==> src/hdl/saturating_unsigned_alu_macros.svh <==
// Assertion macros shared by the saturating unsigned ALU modules
`ifndef SATURATING_UNSIGNED_ALU_MACROS_SVH
`define SATURATING_UNSIGNED_ALU_MACROS_SVH

// Same-cycle implication, sampled on clk, off while arst_n is low
`define SUA_ASSERT_IMPLY(label, pre, post, msg) \
	label: assert property (@(posedge clk) disable iff (!arst_n) (pre) |-> (post)) \
		else $error(msg);

// Delayed implication: pre implies post after the delay given by n, sampled on clk
`define SUA_ASSERT_DELAY(label, pre, post, n, msg) \
	label: assert property (@(posedge clk) disable iff (!arst_n) (pre) |-> ##n (post)) \
		else $error(msg);

`endif

==> src/hdl/sua_pkg.sv <==
// Shared types and constants for the saturating unsigned ALU
package sua_pkg;

	localparam int unsigned DATA_WIDTH_DEF = 16;
	localparam int unsigned CMD_W          = 3;

	// Operation codes; the remaining codes give a zero result with no flags
	typedef enum logic [CMD_W-1:0] {
		CMD_ADD = 3'd0,
		CMD_SUB = 3'd1,
		CMD_MUL = 3'd2,
		CMD_DIV = 3'd3,
		CMD_MOD = 3'd4
	} sua_cmd_t;

	// Control that travels alongside the data through the divider cells
	typedef struct packed {
		logic valid;
		logic is_div;
		logic is_mod;
		logic sat;
		logic dz;
	} sua_ctl_t;

endpackage

==> src/hdl/sua_front.sv <==
// Input stage: add, subtract and multiply, then result and flag decode
module sua_front #(
	parameter int unsigned DATA_WIDTH = sua_pkg::DATA_WIDTH_DEF
) (
	input  logic                         clk,
	input  logic                         arst_n,
	input  logic                         take,
	input  logic [sua_pkg::CMD_W-1:0]    command,
	input  logic [DATA_WIDTH-1:0]        operand_a,
	input  logic [DATA_WIDTH-1:0]        operand_b,
	output sua_pkg::sua_ctl_t            ctl,
	output logic [DATA_WIDTH-1:0]        res,
	output logic [DATA_WIDTH-1:0]        dvd,
	output logic [DATA_WIDTH-1:0]        dsr
);

	logic                          valid_s1;
	logic [sua_pkg::CMD_W-1:0]     cmd_s1;
	logic [DATA_WIDTH-1:0]         a_s1;
	logic [DATA_WIDTH-1:0]         b_s1;
	logic [DATA_WIDTH:0]           sum_s1;
	logic [DATA_WIDTH:0]           diff_s1;
	logic [2*DATA_WIDTH-1:0]       prod_s1;
	logic                          b_zero;

	// Stage 1: raw arithmetic
	always_ff @(posedge clk or negedge arst_n) begin
		if (!arst_n) begin
			valid_s1 <= 1'b0;
		end else begin
			valid_s1 <= take;
		end
	end

	always_ff @(posedge clk) begin
		cmd_s1  <= command;
		a_s1    <= operand_a;
		b_s1    <= operand_b;
		sum_s1  <= {1'b0, operand_a} + {1'b0, operand_b};
		diff_s1 <= {1'b0, operand_a} - {1'b0, operand_b};
		prod_s1 <= operand_a * operand_b;
	end

	assign b_zero = (b_s1 == '0);
	assign dvd    = a_s1;
	assign dsr    = b_s1;

	// Saturate, clamp and flag
	always_comb begin
		ctl        = '0;
		ctl.valid  = valid_s1;
		res        = '0;
		unique case (sua_pkg::sua_cmd_t'(cmd_s1))
			sua_pkg::CMD_ADD: begin
				ctl.sat = sum_s1[DATA_WIDTH];
				res     = sum_s1[DATA_WIDTH] ? '1 : sum_s1[DATA_WIDTH-1:0];
			end
			sua_pkg::CMD_SUB: begin
				// borrow out means a < b
				ctl.sat = diff_s1[DATA_WIDTH];
				res     = diff_s1[DATA_WIDTH] ? '0 : diff_s1[DATA_WIDTH-1:0];
			end
			sua_pkg::CMD_MUL: begin
				ctl.sat = |prod_s1[2*DATA_WIDTH-1:DATA_WIDTH];
				res     = ctl.sat ? '1 : prod_s1[DATA_WIDTH-1:0];
			end
			sua_pkg::CMD_DIV: begin
				ctl.is_div = 1'b1;
				ctl.dz     = b_zero;
			end
			sua_pkg::CMD_MOD: begin
				ctl.is_mod = 1'b1;
				ctl.dz     = b_zero;
			end
			default: begin
				res = '0;
			end
		endcase
	end

endmodule

==> src/hdl/sua_div_cell.sv <==
// One restoring-division cell: settles one quotient bit per transaction
module sua_div_cell #(
	parameter int unsigned DATA_WIDTH = sua_pkg::DATA_WIDTH_DEF
) (
	input  logic                  clk,
	input  logic                  arst_n,
	input  sua_pkg::sua_ctl_t     prev_ctl,
	input  logic [DATA_WIDTH-1:0] prev_res,
	input  logic [DATA_WIDTH-1:0] prev_rem,
	input  logic [DATA_WIDTH-1:0] prev_dvd,
	input  logic [DATA_WIDTH-1:0] prev_dsr,
	output sua_pkg::sua_ctl_t     next_ctl,
	output logic [DATA_WIDTH-1:0] next_res,
	output logic [DATA_WIDTH-1:0] next_rem,
	output logic [DATA_WIDTH-1:0] next_dvd,
	output logic [DATA_WIDTH-1:0] next_dsr
);

`include "saturating_unsigned_alu_macros.svh"

	sua_pkg::sua_ctl_t     ctl_q;
	logic [DATA_WIDTH-1:0] res_q;
	logic [DATA_WIDTH-1:0] rem_q;
	logic [DATA_WIDTH-1:0] dvd_q;
	logic [DATA_WIDTH-1:0] dsr_q;
	logic [DATA_WIDTH:0]   trial;
	logic                  q_bit;
	logic [DATA_WIDTH-1:0] rem_n;

	// Shift in the next dividend bit and try the subtraction
	assign trial = {prev_rem, prev_dvd[DATA_WIDTH-1]} - {1'b0, prev_dsr};
	assign q_bit = ~trial[DATA_WIDTH];
	assign rem_n = q_bit ? trial[DATA_WIDTH-1:0]
	                     : {prev_rem[DATA_WIDTH-2:0], prev_dvd[DATA_WIDTH-1]};

	always_ff @(posedge clk or negedge arst_n) begin
		if (!arst_n) begin
			ctl_q <= '0;
		end else begin
			ctl_q <= prev_ctl;
		end
	end

	// Dividend register fills with quotient bits from the bottom
	always_ff @(posedge clk) begin
		res_q <= prev_res;
		rem_q <= rem_n;
		dvd_q <= {prev_dvd[DATA_WIDTH-2:0], q_bit};
		dsr_q <= prev_dsr;
	end

	assign next_ctl = ctl_q;
	assign next_res = res_q;
	assign next_rem = rem_q;
	assign next_dvd = dvd_q;
	assign next_dsr = dsr_q;

	`SUA_ASSERT_IMPLY(a_rem_below_dsr, ctl_q.valid && (dsr_q != '0), rem_q < dsr_q, "partial remainder not below divisor")

endmodule

==> src/hdl/saturating_unsigned_alu.sv <==
// Top level of the saturating unsigned ALU: input stage, divider cell row, output register
//
// Saturating unsigned ALU. A transaction is taken on every clock edge where start is
// high; busy is never raised, so one transaction per cycle is sustained. Each
// transaction returns exactly one result, marked by done for one cycle, in the order
// taken; the receiver cannot hold results off and none are buffered. Each result
// passes through the row of DATA_WIDTH division cells, each of which settles one
// quotient bit, plus one input stage (add, subtract, the full-width multiply) and
// one output register. Add and multiply saturate at all ones,
// subtract clamps at zero, both raising saturated. Divide or modulo by zero raises
// divide_by_zero and gives all ones or the dividend respectively. Unused command codes
// give zero with no flags.
module saturating_unsigned_alu #(
	parameter int unsigned DATA_WIDTH = sua_pkg::DATA_WIDTH_DEF
) (
	input  logic                      clk,
	input  logic                      arst_n,
	input  logic                      start,
	output logic                      busy,
	input  logic [sua_pkg::CMD_W-1:0] command,
	input  logic [DATA_WIDTH-1:0]     operand_a,
	input  logic [DATA_WIDTH-1:0]     operand_b,
	output logic                      done,
	output logic [DATA_WIDTH-1:0]     value,
	output logic                      saturated,
	output logic                      divide_by_zero
);

`include "saturating_unsigned_alu_macros.svh"

	localparam int unsigned LAT = DATA_WIDTH + 2;

	sua_pkg::sua_ctl_t     ctl_c [0:DATA_WIDTH];
	logic [DATA_WIDTH-1:0] res_c [0:DATA_WIDTH];
	logic [DATA_WIDTH-1:0] rem_c [0:DATA_WIDTH];
	logic [DATA_WIDTH-1:0] dvd_c [0:DATA_WIDTH];
	logic [DATA_WIDTH-1:0] dsr_c [0:DATA_WIDTH];
	sua_pkg::sua_ctl_t     last_ctl;

	logic                  done_q;
	logic [DATA_WIDTH-1:0] value_q;
	logic                  sat_q;
	logic                  dz_q;

	// Every cycle can take a transaction
	assign busy = 1'b0;

	sua_front #(
		.DATA_WIDTH(DATA_WIDTH)
	) u_front (
		.clk      (clk),
		.arst_n   (arst_n),
		.take     (start),
		.command  (command),
		.operand_a(operand_a),
		.operand_b(operand_b),
		.ctl      (ctl_c[0]),
		.res      (res_c[0]),
		.dvd      (dvd_c[0]),
		.dsr      (dsr_c[0])
	);

	assign rem_c[0] = '0;

	// Division cell row, most significant quotient bit first
	for (genvar i = 0; i < DATA_WIDTH; i++) begin : g_cell
		sua_div_cell #(
			.DATA_WIDTH(DATA_WIDTH)
		) u_cell (
			.clk     (clk),
			.arst_n  (arst_n),
			.prev_ctl(ctl_c[i]),
			.prev_res(res_c[i]),
			.prev_rem(rem_c[i]),
			.prev_dvd(dvd_c[i]),
			.prev_dsr(dsr_c[i]),
			.next_ctl(ctl_c[i+1]),
			.next_res(res_c[i+1]),
			.next_rem(rem_c[i+1]),
			.next_dvd(dvd_c[i+1]),
			.next_dsr(dsr_c[i+1])
		);
	end

	assign last_ctl = ctl_c[DATA_WIDTH];

	// Output register: quotient, remainder or the pre-computed result
	always_ff @(posedge clk or negedge arst_n) begin
		if (!arst_n) begin
			done_q <= 1'b0;
		end else begin
			done_q <= last_ctl.valid;
		end
	end

	always_ff @(posedge clk) begin
		priority if (last_ctl.is_div) begin
			value_q <= dvd_c[DATA_WIDTH];
		end else if (last_ctl.is_mod) begin
			value_q <= rem_c[DATA_WIDTH];
		end else begin
			value_q <= res_c[DATA_WIDTH];
		end
		sat_q <= last_ctl.sat;
		dz_q  <= last_ctl.dz;
	end

	assign done           = done_q;
	assign value          = value_q;
	assign saturated      = sat_q;
	assign divide_by_zero = dz_q;

	`SUA_ASSERT_DELAY(a_latency, start, done, LAT, "result strobe missing after fixed latency")
	`SUA_ASSERT_IMPLY(a_flags_excl, done, !(saturated && divide_by_zero), "both flags set on one result")
	`SUA_ASSERT_IMPLY(a_sat_value, done && saturated, (value == '0) || (value == '1), "saturated result not at a rail")

endmodule
==> config.mk <==
export PLATFORM = sky130hd
export DESIGN_NAME = saturating_unsigned_alu
export DESIGN_NICKNAME = d
export VERILOG_FILES = /design/src/hdl/sua_pkg.sv /design/src/hdl/sua_front.sv /design/src/hdl/sua_div_cell.sv /design/src/hdl/saturating_unsigned_alu.sv
export VERILOG_INCLUDE_DIRS = /design/src /design/src/hdl
export SDC_FILE = /design/constraint.sdc
export NUM_CORES = 2
export LEC_CHECK = 0
export BUFFER_PORTS_ARGS = -buffer_cell sky130_fd_sc_hd__buf_2
export CAP_MARGIN = 20
export CORE_ASPECT_RATIO = 0.8
export CORE_MARGIN = 2
export CORE_UTILIZATION = 47
export CTS_BUF_LIST = sky130_fd_sc_hd__clkbuf_4
export DETAILED_ROUTE_END_ITERATION = 7
export GPL_TIMING_DRIVEN = 0
export PLACE_DENSITY = 0.7
export REMOVE_ABC_BUFFERS = 1
export SETUP_SLACK_MARGIN = 0.05
export SLEW_MARGIN = 20
export SYNTH_ARGS = -nofsm -noshare
export SYNTH_HDL_FRONTEND = slang
export SYNTH_SLANG_ARGS = --single-unit
export TNS_END_PERCENT = 50
==> constraint.sdc <==
create_clock -name clk -period 4.1 [get_ports clk]
set_input_delay 0.205 -clock clk [delete_from_list [all_inputs] [get_ports clk]]
set_output_delay 0.205 -clock clk [all_outputs]
set_load 0.01 [all_outputs]
-- Word level (Yosys, flattened, before mapping)
Index checks and enable logic that the tools add are counted.
- input port bits: 38
- register bits: 1209
- output and inout port bits: 20
- word-level logic and storage cells: 224
- add/subtract/negate cells: 18
- equality and inequality tests: 4
- bitwise operators: 16
- muxes and demuxes: 26
- reductions and logical operators: 4
- $mul: 1
- operators with widths (operator ; number):
    16-bit two-way mux ; 20
    17-bit by 16-bit subtractor with 17-bit output ; 15
    16-bit case mux with 3 select lines ; 1
    16-bit by 16-bit multiplier with 32-bit output ; 1
    16-bit by 16-bit adder with 17-bit output ; 1
    1-bit by 16-bit subtractor with 17-bit output ; 1
    16-bit by 16-bit subtractor with 17-bit output ; 1
    16-bit logical NOT ; 1
    1-bit inverter ; 16
    16-bit OR reduction ; 1
    3-bit by 2-bit == test with 1-bit output (second input constant) ; 2
    1-bit two-way mux ; 4
    3-bit by 1-bit == test with 1-bit output (second input constant) ; 1
    3-bit == test (second input constant) ; 1
    3-bit logical NOT ; 1
    1-bit case mux with 3 select lines ; 1
    2-bit OR reduction ; 1

-- Longest topological paths before layout
- word-level depth: 3
- gate-level depth with buffers: 23
- gate-level depth less buffers: 22

-- Hierarchy
Synthesis repeated with hierarchy kept, for this count alone.
- cells, all modules: 4589
- area total of the unflattened synthesis: 51762.1 um^2
- modules (own cells, without submodules) (module ; cells an instance ; times used ; area an instance (um^2)):
    sua_div_cell (g_cell[0].u_cell ...) ; 197 ; 8 ; 2418.6
    sua_div_cell (g_cell[2].u_cell ...) ; 197 ; 8 ; 2416.1
    sua_front ; 1363 ; 1 ; 12343.1
    saturating_unsigned_alu ; 74 ; 1 ; 742.0

-- Worst setup path before layout
No wires, ideal clock.
- kind: in2reg
- start: input port operand_b[1]
- end: register u_front.prod_s1[27]
- stages: 19
- setup slack: -1.425 ns
- buffers on the path: 1
- data arrival time: 5.463 ns
- required time: 4.038 ns
- path through: clkbuf_1 > nand2_1 > fa_1 > fa_1 > fa_1 > fa_1 > inv_1 > fa_1 > inv_1 > fa_1 > inv_1 > ha_1 > and3_1 > o211ai_1 > o21ai_1 > o2111ai_1 > o21a_1 > or4_1 > nand3_1
- word-level cells in the longest chain between the ends: 1
- ends and longest elaborated chain (item ; line ; text):
    start: declaration ; saturating_unsigned_alu.sv:22 ; input logic [DATA_WIDTH-1:0] operand_b,
    16-bit by 16-bit multiplier with 32-bit output ; sua_front.sv:41 ; prod_s1 <= operand_a * operand_b;
    end signal: assignment ; sua_front.sv:41 ;
    end: declaration ; sua_front.sv:23 ; logic [2*DATA_WIDTH-1:0] prod_s1;
No other way between the ends.
A chain may end at the register's enable or synchronous reset.

-- Worst setup path after layout
- start: input port operand_b[6]
- end: register u_front.prod_s1[27]
The elaborated chain is that of the path after synthesis.

==> reports/metrics.cfg <==
[timing]
fmax_mhz=232.2
clock-skew-final_ps=107.5
period_share_pct=105.0
layout_setup_ws_ps=-205.7
finalHoldViolations=0
setup_viol=12
relSlewSlack_pct=31.34
slew_viol_final=0
tightest_slew_ps=1029
period_needed_ps=4306
fin_tns_setup_ps=-1355
rsz0062_at_grt=true

[critical_path]
rr_endpoint=g_cell[12].u_cell.next_rem[15]
cp-end-kind=register
reg2reg_depth=11
crit_chain=buf_6 -> and2_4 -> fa_1 -> inv_2 -> fa_1 -> fa_1 -> fa_1 -> inv_2 -> fa_1 -> inv_1 -> fa_1 -> inv_2 -> ha_4 -> and3_4 -> o211ai_1 -> o21ai_2 -> o2111ai_2 -> o21a_2 -> or4_1 -> nand3_1
crit_path_frequent_cell=fa_1
critPathKind=primary input to register
cp_max_fo=17
critical-path-slowest-cell=fa_1
ff2ff_setup_slack_ps=550
cp.arrival_ps=5350
worstPathRequired_ps=5150
critPathLaunchType=primary input
r2r_start=g_cell[11].u_cell.next_dvd[15]
cpPeakStageDelay_ps=520

[power]
peakVddDrop_mv=2.166
power.density_nw_per_um2=910.6
leakagePower_nw=26.92

[grt]
first_global_vias=33403
grt.total_usage_pct=19.43
grt_pass1_wl_microns=169100
antenna_found_initial=3
grt_overflow=0
grt_max_degree=54

[clock_network]
cts_root_buf=clkbuf_4
cts_buffers=297
worstSkewPairLatency_ps=1150
clkSinkCount=1208
clock_path_buffers=4
cts_tree=yes
path_clk_slew_ps=70
h-tree-depth=5

[die]
die_h_microns=296.0
die_area_sq_um=109200
fp.dieW_microns=369.0
core_area_sq_um=106000
initial_core_util_pct=47.23
io_pins=58
rows=107

[run]
cap_violations=0

[synthesis]
yosysWarnings=0
synth_flop_cell=dfxtp_1
synthArstFlopShare_pct=6.788
synth_mux_area_share_pct=5.227
yosys_register_bits=1208
synthSimpleGateAreaFrac_pct=8.372
syn_inst=4573
synth_compound_area_share_pct=10.20
yosysUniqueCellTypes=95
synth_area_per_cell_sq_um=10.95
synthAdderAreaFrac_pct=17.88
synth_top_family_by_area=adder cells
ys_seq_area_share_pct=49.11
synth_area_sq_um=50080
synth_edf_count=0
synth-xor-area-share_pct=4.310

[final_layout]
areaGrowthSynthToFinish_pct=16.08
design_area_sq_um=58130
nNetsFinal=5673
layout-drive-gt1-share_pct=16.31

[hold_path]
min_to=u_front.prod_s1[3]
min_path_type=primary input to register
whs_path_depth=6
min_from=operand_a[2]

[drt]
vias=32833
firstDrtPassIters=8
drt_wl_total_microns=105500
drc_errors=0
route.detailed.wl_per_inst_microns=15.89
drtAntennaViolNets=0
vias_per_cell=4.945
drt_iter0_markers=1828

[placed_design]
preCtsSetupSlack_ps=-2621
io_buffer_count=56
postPlaceCellArea_sq_um=52000
hpwl_microns=74500
place.gp.congestion=0.8889

[run_status]
status=finished with violations
violations=setup timing

==> placed cells by master, fill, tap and decap left out, types with 41 or more instances in the layout <==
cell,instances
nand2_1,287
dfrtp_1,81
ha_1,355
dlygate4sd3_1,139
a21o_1,82
fa_1,202
nand2b_1,41
and2_1,83
mux2i_1,53
o21ai_0,182
xor2_1,76
o21a_1,50
dfxtp_1,1126
inv_1,533
clkbuf_4,410
nor2b_1,59
mux2_2,153
buf_4,43
clkinv_1,47
nor2_1,206
xnor2_1,158
a21oi_1,221
nand3_1,45
==> per-layer routing <==
layer  GRT usage, %  wire, microns  vias up
met2          32.33          50040      852
met1          23.78          45520    15391
li1               -              -    16332
met4          10.38           4536        2
met5              0             13        -
met3          4.012           5372      256
==> flip-flops by register name, indices dropped and copies added (netlist names) <==
| signal | flops |
|---|---|
| divide_by_zero | 1 |
| u_front.dvd | 16 |
| saturated | 1 |
| g_cell.u_cell.next_res | 256 |
| g_cell.u_cell.next_dsr | 240 |
| u_front.diff_s1 | 16 |
| g_cell.u_cell.next_rem | 256 |
| g_cell.u_cell.next_dvd | 256 |
| u_front.cmd_s1 | 3 |
| u_front.dsr | 16 |
| u_front.sum_s1 | 17 |
| g_cell.u_cell.next_ctl | 80 |
| u_front.valid_s1 | 1 |
| value | 16 |
| done | 1 |
| u_front.prod_s1 | 32 |
==> synth_stat cells, types with 30 or more instances <==
cell type	instances	area share, %
dfxtp_1	1126	45
inv_1	546	4.1
ha_1	378	9.4
nand2_1	291	2.2
a21oi_1	233	2.3
fa_1	211	8.4
nor2_1	208	1.6
o21ai_0	191	1.9
xnor2_1	160	2.8
mux2_2	153	3.4
and2_1	93	1.2
a21o_1	82	1.2
dfrtp_1	82	4.1
xor2_1	79	1.4
clkbuf_1	66	0.49
nor2b_1	59	0.74
mux2i_1	53	1.1
o21a_1	51	0.76
nand3_1	48	0.48
nand2b_1	41	0.51
nor3_1	36	0.36
a31oi_1	30	0.37
==> worst max-delay path, delay by kind of cell <==
family	cells	cell delay [ps]
adders and majority gates	7	3180
and+or+nand+nor	4	830
AOI/OAI and AO/OA	4	790
buffers and inverters	5	340
==> how the worst max path moves through the flow <==
stage	endpoint	startpoint	cells after the start	slack, ps
final	u_front.prod_s1[27]	operand_b[6]	20	-210
after detailed placement	u_front.prod_s1[26]	operand_b[7]	22	-2620
after CTS	u_front.prod_s1[15]	operand_a[7]	21	-70
after global placement	u_front.prod_s1[30]	operand_a[7]	22	-2630
after global routing	u_front.prod_s1[31]	operand_b[7]	19	-280
after floorplan	u_front.prod_s1[27]	operand_a[5]	19	-1210
==> area by class of cell <==
class,instances,area (sq um)
Tap cell,1417,1773
Timing Repair Buffer,253,2629
Inverter,547,2062
Multi-Input combinational cell,2739,23690
Antenna cell,4,10.01
Sequential cell,1208,24590
Clock buffer,409,3070
Clock inverter,62,300.3
Fill cell,8912,47900
==> what timing repair did <==
item / in CTS / in global routing
setup endpoints to repair: 20 / 23
gates resized for setup: 134 / 107
cloned: 0 / 2
hold endpoints to repair: 156 / 1
setup buffers: 20 / 22
hold buffers: 139 / 1
pin swaps: 34 / 59
==> power by group <==
part	total, W	leakage (nW)	internal [W]	switching (W)
registers	0.0160	10.5	0.0147	0.00127
clock network	0.00900	2.03	0.00469	0.00431
logic	0.0279	14.4	0.0134	0.0145
==> through the flow <==
step                      total power (W)  hold slack [ps]  util [%]  cells
after floorplan                   0.03338           -90.59         -   4494
after global placement            0.03854            308.9     48.81   5967
after detailed placement          0.03909            194.6     49.04   5979
after CTS                         0.05055            5.709     54.18   6609
after global routing              0.05684            41.40     54.83   6639
final                             0.05293            70.47     54.83   6639
==> logic make-up (layout without fill, tap and decap cells) <==
family                   count (synthesis)  count (layout)
XOR/XNOR                               243             243
flip-flops                            1208            1208
other                                    1              12
AND/OR/NAND/NOR                        872             872
buffers and inverters                  633            1271
adder cells (fa/ha/maj)                589             589
AO/OA/AOI/OAI                          795             795
multiplexers                           232             232
Note: power is estimated with default switching activity, not from simulation.
